$ cat src/rtl/rcpd_pkg.sv
// shared types and constants of the radio packet channel decoder
`default_nettype none
package rcpd_pkg;

  localparam int unsigned CHANNELS        = 16;
  localparam int unsigned MAX_PACKET      = 30;
  localparam int unsigned HEADER_BYTES    = 6;
  localparam int unsigned FEWEST_CHANNELS = 4;
  localparam int unsigned COUNTER_TOP     = 31;
  localparam int unsigned MAX_REDUCTION   = CHANNELS - FEWEST_CHANNELS;

  localparam logic [11:0] MIN_RESET = 12'd1000;
  localparam logic [11:0] MAX_RESET = 12'd2000;
  localparam logic [11:0] MID_RESET = 12'd1500;

  // result status codes
  localparam logic [2:0] STAT_OK        = 3'd0;
  localparam logic [2:0] STAT_SHORT     = 3'd1;
  localparam logic [2:0] STAT_LENGTH    = 3'd2;
  localparam logic [2:0] STAT_CHECKSUM  = 3'd3;
  localparam logic [2:0] STAT_RANGE     = 3'd4;

  // configuration register indexes
  localparam logic [1:0] CFG_MIN = 2'd0;
  localparam logic [1:0] CFG_MAX = 2'd1;
  localparam logic [1:0] CFG_MID = 2'd2;

  typedef enum logic [2:0] {
    ST_IDLE,
    ST_CHK_LO,
    ST_CHK_HI,
    ST_END_SHORT,
    ST_END_LEN,
    ST_END_SUM,
    ST_EMIT
  } state_t;

  // flags from the shared compare unit
  typedef struct packed {
    logic lt;
    logic eq;
  } cmp_res_t;

endpackage
`default_nettype wire

$ cat src/rtl/rcpd_cmp.sv
// shared magnitude and equality compare unit
`default_nettype none
module rcpd_cmp
  import rcpd_pkg::*;
(
  input  wire logic [15:0] a,
  input  wire logic [15:0] b,
  output cmp_res_t         res
);

  logic [16:0] diff;

  // one subtractor: borrow gives a < b, zero gives a == b
  assign diff   = {1'b0, a} - {1'b0, b};
  assign res.lt = diff[16];
  assign res.eq = (diff[15:0] == 16'd0);

endmodule
`default_nettype wire

$ cat src/rtl/rc_packet_channel_decoder.sv
// top level of the radio packet channel decoder
`default_nettype none
// Radio packet channel decoder. Packet bytes arrive one beat at a time on
// in_packet_byte, taken when start is high and busy is low, with
// in_last_byte marking the final byte. A byte that completes a carried
// channel makes the block busy while the channel is range checked against
// channel_min and then channel_max on the one shared comparator. After
// the last byte the same comparator runs up to three end checks (short
// packet, length, checksum), one per cycle, stopping at the first that
// fails, and the block then emits either one error beat or 16 channel
// beats on consecutive cycles, one per cycle from the channel store
// through its registered read port. The block stays busy through the end
// checks and, for a good packet, through the channel beats. The error
// beat, and likewise the last channel beat, go out in the first cycle in
// which the block is ready again. Results appear on the out_ ports for
// exactly one cycle, marked by out_valid; the receiver cannot stall, so it
// must take every beat as it comes. A new packet may start while the final
// result beat is still on the outputs. Configuration must be written
// through cfg_we/cfg_index/cfg_data only while the block is idle; the block
// itself does not enforce this. An index beyond the three registers is ignored.
module rc_packet_channel_decoder
  import rcpd_pkg::*;
(
  input  wire logic        clk,
  input  wire logic        rst_n,
  // configuration write port
  input  wire logic        cfg_we,
  input  wire logic [1:0]  cfg_index,
  input  wire logic [11:0] cfg_data,
  // input beats
  input  wire logic        start,
  output logic             busy,
  input  wire logic [7:0]  in_packet_byte,
  input  wire logic        in_last_byte,
  // result beats
  output logic             out_valid,
  output logic [2:0]       out_status,
  output logic [3:0]       out_channel_index,
  output logic [11:0]      out_channel_value,
  output logic [4:0]       out_channel_count,
  output logic [6:0]       out_packet_mode,
  output logic [7:0]       out_model_number,
  output logic [5:0]       out_hop_channel,
  output logic             out_last_result
);

  // configuration registers
  logic [11:0] cfg_min_r, cfg_max_r, cfg_mid_r;

  // sequencer and per-packet state
  state_t      state_r, state_nxt;
  logic [4:0]  byte_cnt_r, byte_cnt_nxt;
  logic [15:0] sum_r, sum_nxt;
  logic [7:0]  pend_r, pend_nxt;
  logic [1:0]  phase_r, phase_nxt;   // position inside a payload triple
  logic [2:0]  pair_r, pair_nxt;     // payload triple number
  logic        fault_r, fault_nxt;
  logic [11:0] chk_val_r, chk_val_nxt;
  logic        last_r, last_nxt;
  logic [3:0]  k_r, k_nxt;           // emit channel number
  logic [4:0]  cnt_r, cnt_nxt;

  // header bytes
  logic [7:0]  hdr_r [HEADER_BYTES];
  logic        hdr_we;

  // channel store, packet order
  logic [11:0] chan_mem [CHANNELS];
  logic        wr_en;
  logic [3:0]  wr_addr;
  logic [11:0] wr_data;
  logic [3:0]  rd_addr;
  logic [11:0] rd_r;

  // emit stage
  logic        emit_v_r, emit_v_nxt;
  logic [2:0]  emit_status_r, emit_status_nxt;
  logic [3:0]  emit_idx_r, emit_idx_nxt;
  logic        emit_absent_r, emit_absent_nxt;
  logic        emit_err_r, emit_err_nxt;
  logic [4:0]  emit_count_r, emit_count_nxt;
  logic [6:0]  emit_pm_r, emit_pm_nxt;
  logic [7:0]  emit_mn_r, emit_mn_nxt;
  logic [5:0]  emit_hc_r, emit_hc_nxt;
  logic        emit_last_r, emit_last_nxt;

  // shared compare unit
  logic [15:0] cmp_a, cmp_b;
  cmp_res_t    cmp_res;

  // header derived values
  logic [3:0]  red_raw, red_c;
  logic [2:0]  red_half;
  logic [4:0]  red_cost;
  logic [4:0]  count;
  logic [4:0]  expected;

  // accept cycle helpers
  logic        in_region;
  logic [3:0]  take_k;
  logic        clear;

  rcpd_cmp u_cmp (
    .a   (cmp_a),
    .b   (cmp_b),
    .res (cmp_res)
  );

  assign busy = (state_r != ST_IDLE);

  // channel reduction clamped, carried count and expected length
  assign red_raw  = hdr_r[2][3:0];
  assign red_c    = (red_raw > 4'(MAX_REDUCTION)) ? 4'(MAX_REDUCTION) : red_raw;
  assign red_half = red_c[3:1];
  assign red_cost = {1'b0, red_half, 1'b0} + {2'b00, red_half};
  assign count    = 5'(CHANNELS) - {1'b0, red_c};
  assign expected = 5'(MAX_PACKET) - red_cost;

  assign in_region = (byte_cnt_r >= 5'(HEADER_BYTES)) && (byte_cnt_r < 5'(MAX_PACKET));
  assign take_k    = {pair_r, (phase_r == 2'd2)};

  // standard order swaps the two channels within each of the first two pairs
  assign rd_addr = (k_r < 4'd4) ? {k_r[3:1], ~k_r[0]} : k_r;

  // operand selection for the shared comparator
  always_comb begin
    cmp_a = 16'd0;
    cmp_b = 16'd0;
    case (state_r)
      ST_CHK_LO: begin
        cmp_a = {4'd0, chk_val_r};
        cmp_b = {4'd0, cfg_min_r};
      end
      ST_CHK_HI: begin
        cmp_a = {4'd0, cfg_max_r};
        cmp_b = {4'd0, chk_val_r};
      end
      ST_END_SHORT: begin
        cmp_a = {11'd0, byte_cnt_r};
        cmp_b = 16'(HEADER_BYTES);
      end
      ST_END_LEN: begin
        cmp_a = {11'd0, byte_cnt_r};
        cmp_b = {11'd0, expected};
      end
      ST_END_SUM: begin
        cmp_a = sum_r;
        cmp_b = {hdr_r[5], hdr_r[4]};
      end
      default: begin
        cmp_a = 16'd0;
        cmp_b = 16'd0;
      end
    endcase
  end

  // sequencer
  always_comb begin
    state_nxt       = state_r;
    byte_cnt_nxt    = byte_cnt_r;
    sum_nxt         = sum_r;
    pend_nxt        = pend_r;
    phase_nxt       = phase_r;
    pair_nxt        = pair_r;
    fault_nxt       = fault_r;
    chk_val_nxt     = chk_val_r;
    last_nxt        = last_r;
    k_nxt           = k_r;
    cnt_nxt         = cnt_r;
    hdr_we          = 1'b0;
    wr_en           = 1'b0;
    wr_addr         = take_k;
    wr_data         = 12'd0;
    clear           = 1'b0;
    emit_v_nxt      = 1'b0;
    emit_status_nxt = emit_status_r;
    emit_idx_nxt    = emit_idx_r;
    emit_absent_nxt = emit_absent_r;
    emit_err_nxt    = emit_err_r;
    emit_count_nxt  = emit_count_r;
    emit_pm_nxt     = emit_pm_r;
    emit_mn_nxt     = emit_mn_r;
    emit_hc_nxt     = emit_hc_r;
    emit_last_nxt   = emit_last_r;

    unique case (state_r)
      ST_IDLE: begin
        if (start) begin
          last_nxt = in_last_byte;
          hdr_we   = (byte_cnt_r < 5'(HEADER_BYTES));
          // checksum skips the top bit of byte 0 and the checksum bytes
          if (byte_cnt_r == 5'd0) begin
            sum_nxt = sum_r + {9'd0, in_packet_byte[6:0]};
          end else if (byte_cnt_r <= 5'd3 || byte_cnt_r >= 5'(HEADER_BYTES)) begin
            sum_nxt = sum_r + {8'd0, in_packet_byte};
          end
          if (byte_cnt_r < 5'(COUNTER_TOP)) begin
            byte_cnt_nxt = byte_cnt_r + 5'd1;
          end
          state_nxt = in_last_byte ? ST_END_SHORT : ST_IDLE;
          if (in_region) begin
            pend_nxt = in_packet_byte;
            if (phase_r == 2'd2) begin
              phase_nxt = 2'd0;
              pair_nxt  = pair_r + 3'd1;
            end else begin
              phase_nxt = phase_r + 2'd1;
            end
            if (phase_r != 2'd0) begin
              wr_en   = 1'b1;
              wr_data = (phase_r == 2'd1) ? {in_packet_byte[3:0], pend_r}
                                          : {in_packet_byte, pend_r[7:4]};
              chk_val_nxt = wr_data;
              // only carried channels are range checked
              if ({1'b0, take_k} < count) begin
                state_nxt = ST_CHK_LO;
              end
            end
          end
        end
      end
      ST_CHK_LO: begin
        if (cmp_res.lt) fault_nxt = 1'b1;
        state_nxt = ST_CHK_HI;
      end
      ST_CHK_HI: begin
        if (cmp_res.lt) fault_nxt = 1'b1;
        state_nxt = last_r ? ST_END_SHORT : ST_IDLE;
      end
      ST_END_SHORT: begin
        if (cmp_res.lt) begin
          emit_v_nxt      = 1'b1;
          emit_status_nxt = STAT_SHORT;
          emit_idx_nxt    = 4'd0;
          emit_err_nxt    = 1'b1;
          emit_absent_nxt = 1'b0;
          emit_count_nxt  = 5'd0;
          emit_pm_nxt     = 7'd0;
          emit_mn_nxt     = 8'd0;
          emit_hc_nxt     = 6'd0;
          emit_last_nxt   = 1'b1;
          clear           = 1'b1;
          state_nxt       = ST_IDLE;
        end else begin
          state_nxt = ST_END_LEN;
        end
      end
      ST_END_LEN: begin
        if (!cmp_res.eq) begin
          emit_v_nxt      = 1'b1;
          emit_status_nxt = STAT_LENGTH;
          emit_idx_nxt    = 4'd0;
          emit_err_nxt    = 1'b1;
          emit_absent_nxt = 1'b0;
          emit_count_nxt  = 5'd0;
          emit_pm_nxt     = hdr_r[0][6:0];
          emit_mn_nxt     = hdr_r[3];
          emit_hc_nxt     = hdr_r[1][5:0];
          emit_last_nxt   = 1'b1;
          clear           = 1'b1;
          state_nxt       = ST_IDLE;
        end else begin
          state_nxt = ST_END_SUM;
        end
      end
      ST_END_SUM: begin
        clear = 1'b1;
        k_nxt   = 4'd0;
        cnt_nxt = count;
        if (!cmp_res.eq || fault_r) begin
          emit_v_nxt      = 1'b1;
          emit_status_nxt = !cmp_res.eq ? STAT_CHECKSUM : STAT_RANGE;
          emit_idx_nxt    = 4'd0;
          emit_err_nxt    = 1'b1;
          emit_absent_nxt = 1'b0;
          emit_count_nxt  = 5'd0;
          emit_pm_nxt     = hdr_r[0][6:0];
          emit_mn_nxt     = hdr_r[3];
          emit_hc_nxt     = hdr_r[1][5:0];
          emit_last_nxt   = 1'b1;
          state_nxt       = ST_IDLE;
        end else begin
          state_nxt = ST_EMIT;
        end
      end
      ST_EMIT: begin
        // read issued this cycle, data joins the emit stage next cycle
        emit_v_nxt      = 1'b1;
        emit_status_nxt = STAT_OK;
        emit_idx_nxt    = k_r;
        emit_err_nxt    = 1'b0;
        emit_absent_nxt = ({1'b0, k_r} >= cnt_r);
        emit_count_nxt  = cnt_r;
        emit_pm_nxt     = hdr_r[0][6:0];
        emit_mn_nxt     = hdr_r[3];
        emit_hc_nxt     = hdr_r[1][5:0];
        emit_last_nxt   = (k_r == 4'(CHANNELS - 1));
        k_nxt           = k_r + 4'd1;
        if (k_r == 4'(CHANNELS - 1)) state_nxt = ST_IDLE;
      end
      default: state_nxt = ST_IDLE;
    endcase

    // end of packet: per-packet state back to reset
    if (clear) begin
      byte_cnt_nxt = 5'd0;
      sum_nxt      = 16'd0;
      pend_nxt     = 8'd0;
      phase_nxt    = 2'd0;
      pair_nxt     = 3'd0;
      fault_nxt    = 1'b0;
      last_nxt     = 1'b0;
    end
  end

  // control registers
  always_ff @(posedge clk) begin
    if (!rst_n) begin
      state_r    <= ST_IDLE;
      byte_cnt_r <= 5'd0;
      sum_r      <= 16'd0;
      pend_r     <= 8'd0;
      phase_r    <= 2'd0;
      pair_r     <= 3'd0;
      fault_r    <= 1'b0;
      last_r     <= 1'b0;
      k_r        <= 4'd0;
      cnt_r      <= 5'd0;
      emit_v_r   <= 1'b0;
    end else begin
      state_r    <= state_nxt;
      byte_cnt_r <= byte_cnt_nxt;
      sum_r      <= sum_nxt;
      pend_r     <= pend_nxt;
      phase_r    <= phase_nxt;
      pair_r     <= pair_nxt;
      fault_r    <= fault_nxt;
      last_r     <= last_nxt;
      k_r        <= k_nxt;
      cnt_r      <= cnt_nxt;
      emit_v_r   <= emit_v_nxt;
    end
  end

  // configuration registers
  always_ff @(posedge clk) begin
    if (!rst_n) begin
      cfg_min_r <= MIN_RESET;
      cfg_max_r <= MAX_RESET;
      cfg_mid_r <= MID_RESET;
    end else if (cfg_we) begin
      unique case (cfg_index)
        CFG_MIN: cfg_min_r <= cfg_data;
        CFG_MAX: cfg_max_r <= cfg_data;
        CFG_MID: cfg_mid_r <= cfg_data;
        default: ;
      endcase
    end
  end

  // payload registers, no reset
  always_ff @(posedge clk) begin
    chk_val_r     <= chk_val_nxt;
    emit_status_r <= emit_status_nxt;
    emit_idx_r    <= emit_idx_nxt;
    emit_absent_r <= emit_absent_nxt;
    emit_err_r    <= emit_err_nxt;
    emit_count_r  <= emit_count_nxt;
    emit_pm_r     <= emit_pm_nxt;
    emit_mn_r     <= emit_mn_nxt;
    emit_hc_r     <= emit_hc_nxt;
    emit_last_r   <= emit_last_nxt;
    if (hdr_we) hdr_r[byte_cnt_r[2:0]] <= in_packet_byte;
  end

  // channel store, one write and one registered read
  always_ff @(posedge clk) begin
    if (wr_en) chan_mem[wr_addr] <= wr_data;
    rd_r <= chan_mem[rd_addr];
  end

  // result ports
  assign out_valid         = emit_v_r;
  assign out_status        = emit_status_r;
  assign out_channel_index = emit_idx_r;
  assign out_channel_value = emit_err_r    ? 12'd0 :
                             emit_absent_r ? cfg_mid_r : rd_r;
  assign out_channel_count = emit_count_r;
  assign out_packet_mode   = emit_pm_r;
  assign out_model_number  = emit_mn_r;
  assign out_hop_channel   = emit_hc_r;
  assign out_last_result   = emit_last_r;

  // a result beat only follows a busy cycle
  a_valid_after_busy: assert property (@(posedge clk) disable iff (!rst_n)
    out_valid |-> $past(busy))
    else $error("result beat without preceding busy cycle");

  // an error result is always the single and last beat
  a_error_is_last: assert property (@(posedge clk) disable iff (!rst_n)
    (out_valid && out_status != STAT_OK) |-> out_last_result)
    else $error("error result not marked last");

  // a good packet ends on the top standard channel
  a_ok_last_index: assert property (@(posedge clk) disable iff (!rst_n)
    (out_valid && out_last_result && out_status == STAT_OK)
      |-> (out_channel_index == 4'(CHANNELS - 1)))
    else $error("good packet ended early");

  // channel beats of one packet are back to back
  a_burst_contiguous: assert property (@(posedge clk) disable iff (!rst_n)
    (out_valid && !out_last_result) |=> out_valid)
    else $error("gap inside a result burst");

  // a last byte always leads into the end checks
  a_last_goes_busy: assert property (@(posedge clk) disable iff (!rst_n)
    (start && !busy && in_last_byte) |=> busy)
    else $error("last byte did not start end of packet checks");

endmodule
`default_nettype wire
$ cat config.mk
export PLATFORM = sky130hd
export DESIGN_NAME = rc_packet_channel_decoder
export DESIGN_NICKNAME = d
export VERILOG_FILES = /design/src/rtl/rcpd_pkg.sv /design/src/rtl/rcpd_cmp.sv /design/src/rtl/rc_packet_channel_decoder.sv
export SDC_FILE = /design/constraint.sdc
export NUM_CORES = 1
export LEC_CHECK = 0
export ABC_CLOCK_PERIOD_IN_PS = 10800
export BUFFER_PORTS_ARGS = -buffer_cell sky130_fd_sc_hd__clkbuf_2
export CORE_MARGIN = 3
export CORE_UTILIZATION = 25
export DETAILED_ROUTE_END_ITERATION = 16
export GPL_TIMING_DRIVEN = 1
export PLACE_DENSITY = 0.45
export SLEW_MARGIN = 20
export SYNTH_ARGS = -nofsm -noshare
export SYNTH_HDL_FRONTEND = slang
export SYNTH_SLANG_ARGS = --single-unit
$ cat constraint.sdc
create_clock -name clk -period 10.8 [get_ports clk]
set_clock_uncertainty 0.05 [all_clocks]
set_input_delay 1.62 -clock clk [delete_from_list [all_inputs] [get_ports clk]]
set_output_delay 1.62 -clock clk [all_outputs]
set_load 0.03 [all_outputs]
==> Word-level counts from Yosys, hierarchy flattened <==
Memory sizes are Yosys's and may differ from the RTL's. A register that Yosys moved wholly into a read port is not among the register bits.
Cells that the tools add are included.
{ "classes": {"muxes": 75, "n_eq_ne": 16, "magnitude_cmp": 9, "addsub": 10, "n_bitwise": 2, "reduce_logical": 28} }
{ "ops": {"columns": ["operator", "n"], "rows": [
  ["$mux 12", 7],
  ["$pmux 16 s5", 1],
  ["$pmux 16 s4", 1],
  ["$mux 16", 2],
  ["$pmux 8 s4", 1],
  ["$pmux 7 s4", 1],
  ["$mux 3", 9],
  ["$mux 8", 3],
  ["$pmux 6 s4", 1],
  ["$mux 7", 3],
  ["$pmux 3 s7", 1],
  ["$mux 1", 20],
  ["$pmux 5 s4", 1],
  ["$mux 6", 3],
  ["$sub 16x16->17", 1],
  ["$add 16x7->16", 1],
  ["$add 16x8->16", 1],
  ["$logic_not 16->1", 1],
  ["$mux 4", 4],
  ["$pmux 1 s4", 4],
  ["$pmux 4 s4", 1],
  ["$mux 5", 3],
  ["$mux 2", 6],
  ["$pmux 3 s4", 1],
  ["other kinds (39)", 63]
]} }
{ "totals": {"out_inout_bits": 48, "memories": 2, "ram_bits": 240, "elab_cells": 166, "ff_bits": 133} }
{ "mem_list": {"columns": ["memory", "words", "word_bits", "read_ports", "rd_clocked_by_memory_dff", "write_ports", "line", "rtl"], "rows": [
  ["chan_mem", 16, 12, 1, 1, 1, "rc_packet_channel_decoder.sv:68", "logic [11:0] chan_mem [CHANNELS];"],
  ["hdr_r", 6, 8, 6, 0, 1, "rc_packet_channel_decoder.sv:64", "logic [7:0] hdr_r [HEADER_BYTES];"]
]} }

==> Depth between registers and ports, before layout <==
An unclocked memory read counts as a cell.
{ "logic_depth": {"ltp_word": 12, "depth_mapped": 18, "mapped_depth_nobuf": 15} }

==> Hierarchy <==
Synthesis repeated with hierarchy kept, for this count alone.
{ "unflattened": {"hier_cells": 1375, "area_unflattened_um2": 16903.7} }
{ "by_module_without_submodules": {"columns": ["module", "seq_area_each_um2", "area_per_inst_um2", "cells_per_inst", "instances"], "rows": [
  ["rc_packet_channel_decoder", 10380.0, 15996.6, 1240, 1],
  ["rcpd_cmp", 0.0, 907.1, 135, 1]
]} }

==> Worst setup path before layout <==
No wires, ideal clock.
{ "synth_timing": {"path_type": "flip-flop to flip-flop", "start": "register state_r[0]", "end": "register emit_absent_r (enable)", "setup_time_ns": 0.415, "slack_ns": 5.797, "stages_incl_launch_ff": 17, "required_time_ns": 10.335, "arrival_ns": 4.538, "path_cell_list": "dfxtp_1 clkbuf_1 nor2b_1 clkbuf_1 and2_1 clkbuf_1 clkbuf_1 a21oi_1 ha_1 a21oi_1 o221ai_2 a2111oi_4 o2111ai_1 or3_1 or4_4 buf_6 a211o_1"} }
{ "synth_via": {"elab_chain_cells": 9, "word_cells_on_any_way": 18, "classes_between": "add/sub: 1; eq/ne: 9; mux: 2; reduce/logical: 6"} }
{ "synth_lines": {"columns": ["item", "line", "rtl"], "rows": [
  ["start, declared", "rc_packet_channel_decoder.sv:51", "state_t state_r, state_nxt;"],
  ["start signal, assigned", "rc_packet_channel_decoder.sv:331", "state_r <= state_nxt;"],
  ["$eq 3x3->1 or $eq 3x2->1 (tied branches)", "rc_packet_channel_decoder.sv:129, rc_packet_channel_decoder.sv:186", null],
  ["$reduce_or 2->1 (no source line)", null, null],
  ["$pmux 16 s4", "rc_packet_channel_decoder.sv:129", "case (state_r)"],
  ["$sub 16x16->17", "rcpd_cmp.sv:14", "assign diff = {1'b0, a} - {1'b0, b};"],
  ["$logic_not 16->1", "rcpd_cmp.sv:16", "assign res.eq = (diff[15:0] == 16'd0);"],
  ["$logic_not 1->1", null, null],
  ["$logic_or 1x1->1", "rc_packet_channel_decoder.sv:270", "if (!cmp_res.eq || fault_r) begin"],
  ["$ne 2x2->1 (no source line)", null, null],
  ["$reduce_and 4->1 (no source line) *", null, null],
  ["end signal, assigned", "rc_packet_channel_decoder.sv:366", "emit_absent_r <= emit_absent_nxt;"],
  ["end, declared", "rc_packet_channel_decoder.sv:79", "logic emit_absent_r, emit_absent_nxt;"]
]} }
Every way passes the cells marked *; elsewhere a longest branch is shown, timed or not.
A chain may end at the register's enable or synchronous reset.

==> Worst setup path in the final report <==
{ "layout_timing": {"start": "register state_r[0]", "end": "register emit_hc_r[3] (netlist: out_hop_channel[3]) (enable)"} }
{ "layout_via": {"elab_chain_cells": 9, "word_cells_on_any_way": 18, "classes_between": "add/sub: 1; eq/ne: 9; mux: 2; reduce/logical: 6"} }
{ "layout_lines": {"columns": ["item", "line", "rtl"], "rows": [
  ["$eq 3x3->1 or $eq 3x2->1 (tied branches)", "rc_packet_channel_decoder.sv:129, rc_packet_channel_decoder.sv:186", null],
  ["$reduce_or 2->1 (no source line)", null, null],
  ["$pmux 16 s4", "rc_packet_channel_decoder.sv:129", null],
  ["$sub 16x16->17", "rcpd_cmp.sv:14", null],
  ["$logic_not 16->1", "rcpd_cmp.sv:16", null],
  ["$logic_not 1->1", null, null],
  ["$logic_or 1x1->1", "rc_packet_channel_decoder.sv:270", null],
  ["$ne 2x2->1 (no source line)", null, null],
  ["$reduce_and 4->1 (no source line) *", null, null],
  ["end signal, assigned", "rc_packet_channel_decoder.sv:371", "emit_hc_r <= emit_hc_nxt;"],
  ["end, declared", "rc_packet_channel_decoder.sv:84", "logic [5:0] emit_hc_r, emit_hc_nxt;"]
]} }
Marked as above.

==> flow_metrics.tcl <==
set metrics [dict create \
    gp_congestion 0.849 \
    initial_utilization_pct 25.5 \
    avgSynthCellArea_um2 12.8 \
    antenna_found_initial 0 \
    post-dp-hpwl_mm 32.2 \
    critPathRequiredTime_ns 10.99 \
    drc 0 \
    crit_path_end_kind "flop" \
    synth_cell_types 70 \
    dpl.cell_count 2208 \
    clkTransAtPathRegs_ns 0.06 \
    cts_buffer_depth 3 \
    reg2regPathDepth 14 \
    tightestPinTransition_ns 1.10 \
    numCtsBuffers 41 \
    fmax_mhz 155 \
    port_buffers 74 \
    clock_sinks 378 \
    hold_path_depth 2 \
    status "finished clean" \
    die_h_um 267 \
    vias_per_cell 4.88 \
    nets 1454 \
    placed_cell_area_um2 18400 \
    tritoncts "done" \
    syn-num-nets 1389 \
    finalSetupViolCount 0 \
    power_density_nw_per_um2 163 \
    first_global_vias 11200 \
    stdcell_area_um2 19700 \
    io_pins 75 \
    synth_area_leaders "edfxtp_1 (50%), dfxtp_1 (11%), mux4_2 (8.0%), nand2_1 (3.4%), ha_1 (2.9%)" \
    core_area_um2 66500 \
    yosysWarnings 0 \
    fin_util_pct 29.7 \
    initialDrtViolationCount 889 \
    ant_nets 0 \
    synthArstFlopShare_pct 0 \
    grt_first_pass_wirelength_mm 72.7 \
    dr.pass1.iters 5 \
    cp-start-kind "flop" \
    cts_root_buffer "clkbuf_16" \
    wl_per_cell_um 21.4 \
    pre_cts_ws_ns 4.22 \
    yosysMostFrequentCell "edfxtp_1" \
    leakagePower_nw 7.22 \
    setup-tns-final_ns 0 \
    final_hold_viol_count 0 \
    critPathMostFrequentCell "buf_4" \
    clk_latency_ns 0.55 \
    crit_chain "nor2b_1 > buf_4 > nand2_1 > buf_4 > o22ai_1 > ha_1 > and3_1 > nand2_1 > a211o_1 > and4_1 > or3_1 > or4_4 > a211o_1 > buf_4" \
    postCtsSetupBuffers 0 \
    finalPower_mw 3.21 \
    grtUsageTotal_pct 13.6 \
    fin_crit_ns 6.46 \
    h-tree-depth 2 \
    seq_area_frac_synth_pct 61.2 \
    n_antenna_cell 0 \
    chipWidth_um 267 \
    setup_ws_ns 4.34 \
    stdcell_count 2283 \
    fill_cells 6718 \
    critPathSlowestCell "dfxtp_1" \
    synth_top_cell_by_area "edfxtp_1" \
    syn2layout_area_growth_pct 16.2 \
    rsz0062_at_grt "no" \
    crit_fanout 39 \
    synth_seq_cells 378 \
    hold_buffers 0 \
    yosys.area.top_type_share_pct 49.7 \
    grt_max_degree 54 \
    grt.overflow.total 0 \
    max-cap-violations 0 \
    dieArea_um2 71000 \
    cts-resized-gates 0 \
    fin_hold_ws_ns 0.408 \
    via_count 11100 \
    vdd_drop_max_v 0.000111 \
    syn_inst 1322 \
    synth_edf_count 281 \
    num_rows 94 \
    max_slew_margin_pct 26.2 \
    hold_class "flop to flop" \
    timing.final.crit_share_pct 59.8 \
    arrival_ns 6.65 \
    crit_type "flop to flop" \
    synthTopCellsByCount "edfxtp_1 (281), nand2_1 (154), dfxtp_1 (97)" \
    drive_above_1_share_pct 20.1 \
    report.final.slew_viol_count 0 \
    syn-cell-area_um2 17000 \
    routed_wirelength_mm 48.9 \
    ys.flop_type "edfxtp_1" \
    cp_slowest_stage_delay_ns 0.96 \
]
==> area by class of cell <==
cell class | instances | area [um^2] | share of cell area, %
Tap cell | 864 | 1080 | 5.48
Multi-Input combinational cell | 833 | 6290 | 31.9
Clock buffer | 69 | 1200 | 6.10
Clock inverter | 6 | 61.3 | 0.311
Timing Repair Buffer | 103 | 592 | 3.00
Sequential cell | 378 | 10400 | 52.7
Inverter | 30 | 113 | 0.571
==> per-layer routing <==
metal	vias up	routed length [um]	GRT usage, %	part of all wire [%]
li1	5168	-	-	-
met1	5597	22500	18.9	46
met2	310	23100	22.3	47
met3	61	2270	1.82	4.6
met4	0	1130	3.87	2.3
met5	-	0	0	0
==> kinds of logic (layout without fill, tap and decap cells) <==
group / after synthesis / after routing / share of synthesized area [%]
multiplexers: 99 / 99 / 10.4
XOR/XNOR: 21 / 21 / 1.08
flip-flops: 378 / 378 / 61.2
AND/OR/NAND/NOR: 424 / 424 / 12.1
AO/OA/AOI/OAI: 249 / 249 / 9.61
adder cells (fa/ha/maj): 40 / 40 / 2.99
buffers and inverters: 111 / 208 / 2.62
==> critical path, delay by kind of cell (launching register included) <==
kind | cells | cell delay (ns)
buf+inv | 3 | 1.08
fa+ha+maj | 1 | 0.31
flops | 1 | 0.96
simple gates | 7 | 2.75
compound gates | 3 | 0.92
==> registers in the layout (all words and copies together) (netlist names), 4 cells and up <==
| signal | cells |
|---|---|
| chan_mem | 192 |
| hdr_r | 41 |
| sum_r | 16 |
| cfg_max_r | 12 |
| cfg_mid_r | 12 |
| cfg_min_r | 12 |
| chk_val_r | 12 |
| rd_r | 12 |
| out_model_number | 8 |
| pend_r | 8 |
| out_packet_mode | 7 |
| out_hop_channel | 6 |
| byte_cnt_r | 5 |
| cnt_r | 5 |
| out_channel_count | 5 |
| k_r | 4 |
| out_channel_index | 4 |
==> power by group <==
part,leakage (nW),internal (mW),switching (mW)
clock network,0.609,0.761,0.560
logic,2.79,0.111,0.187
registers,3.82,1.56,0.0233
==> path summary, 6_finish.rpt <==
| kind | to | slack, ns | startpoint |
|---|---|---|---|
| setup / recovery | out_hop_channel[3]$_SDFFCE_PN0P_ | 4.34 | state_r[0]$_SDFFE_PN0P_ |
| hold / removal | cfg_mid_r[0]$_SDFFE_PN0P_ | 0.41 | cfg_mid_r[0]$_SDFFE_PN0P_ |
| setup reg to reg | out_hop_channel[3]$_SDFFCE_PN0P_ | 4.34 | state_r[0]$_SDFFE_PN0P_ |
| hold reg to reg | cfg_mid_r[0]$_SDFFE_PN0P_ | 0.41 | cfg_mid_r[0]$_SDFFE_PN0P_ |
==> placed cells by master (no fill, tap or decap), types with 42 or more instances in the layout <==
master	Yosys	routed
a21oi_1	85	85
clkbuf_16	0	42
clkbuf_2	0	74
dfxtp_1	97	95
edfxtp_1	281	281
mux4_2	60	60
nand2_1	154	154
nand3_1	60	60
nor2_1	75	71
Note: power is estimated with default switching activity, not from simulation.
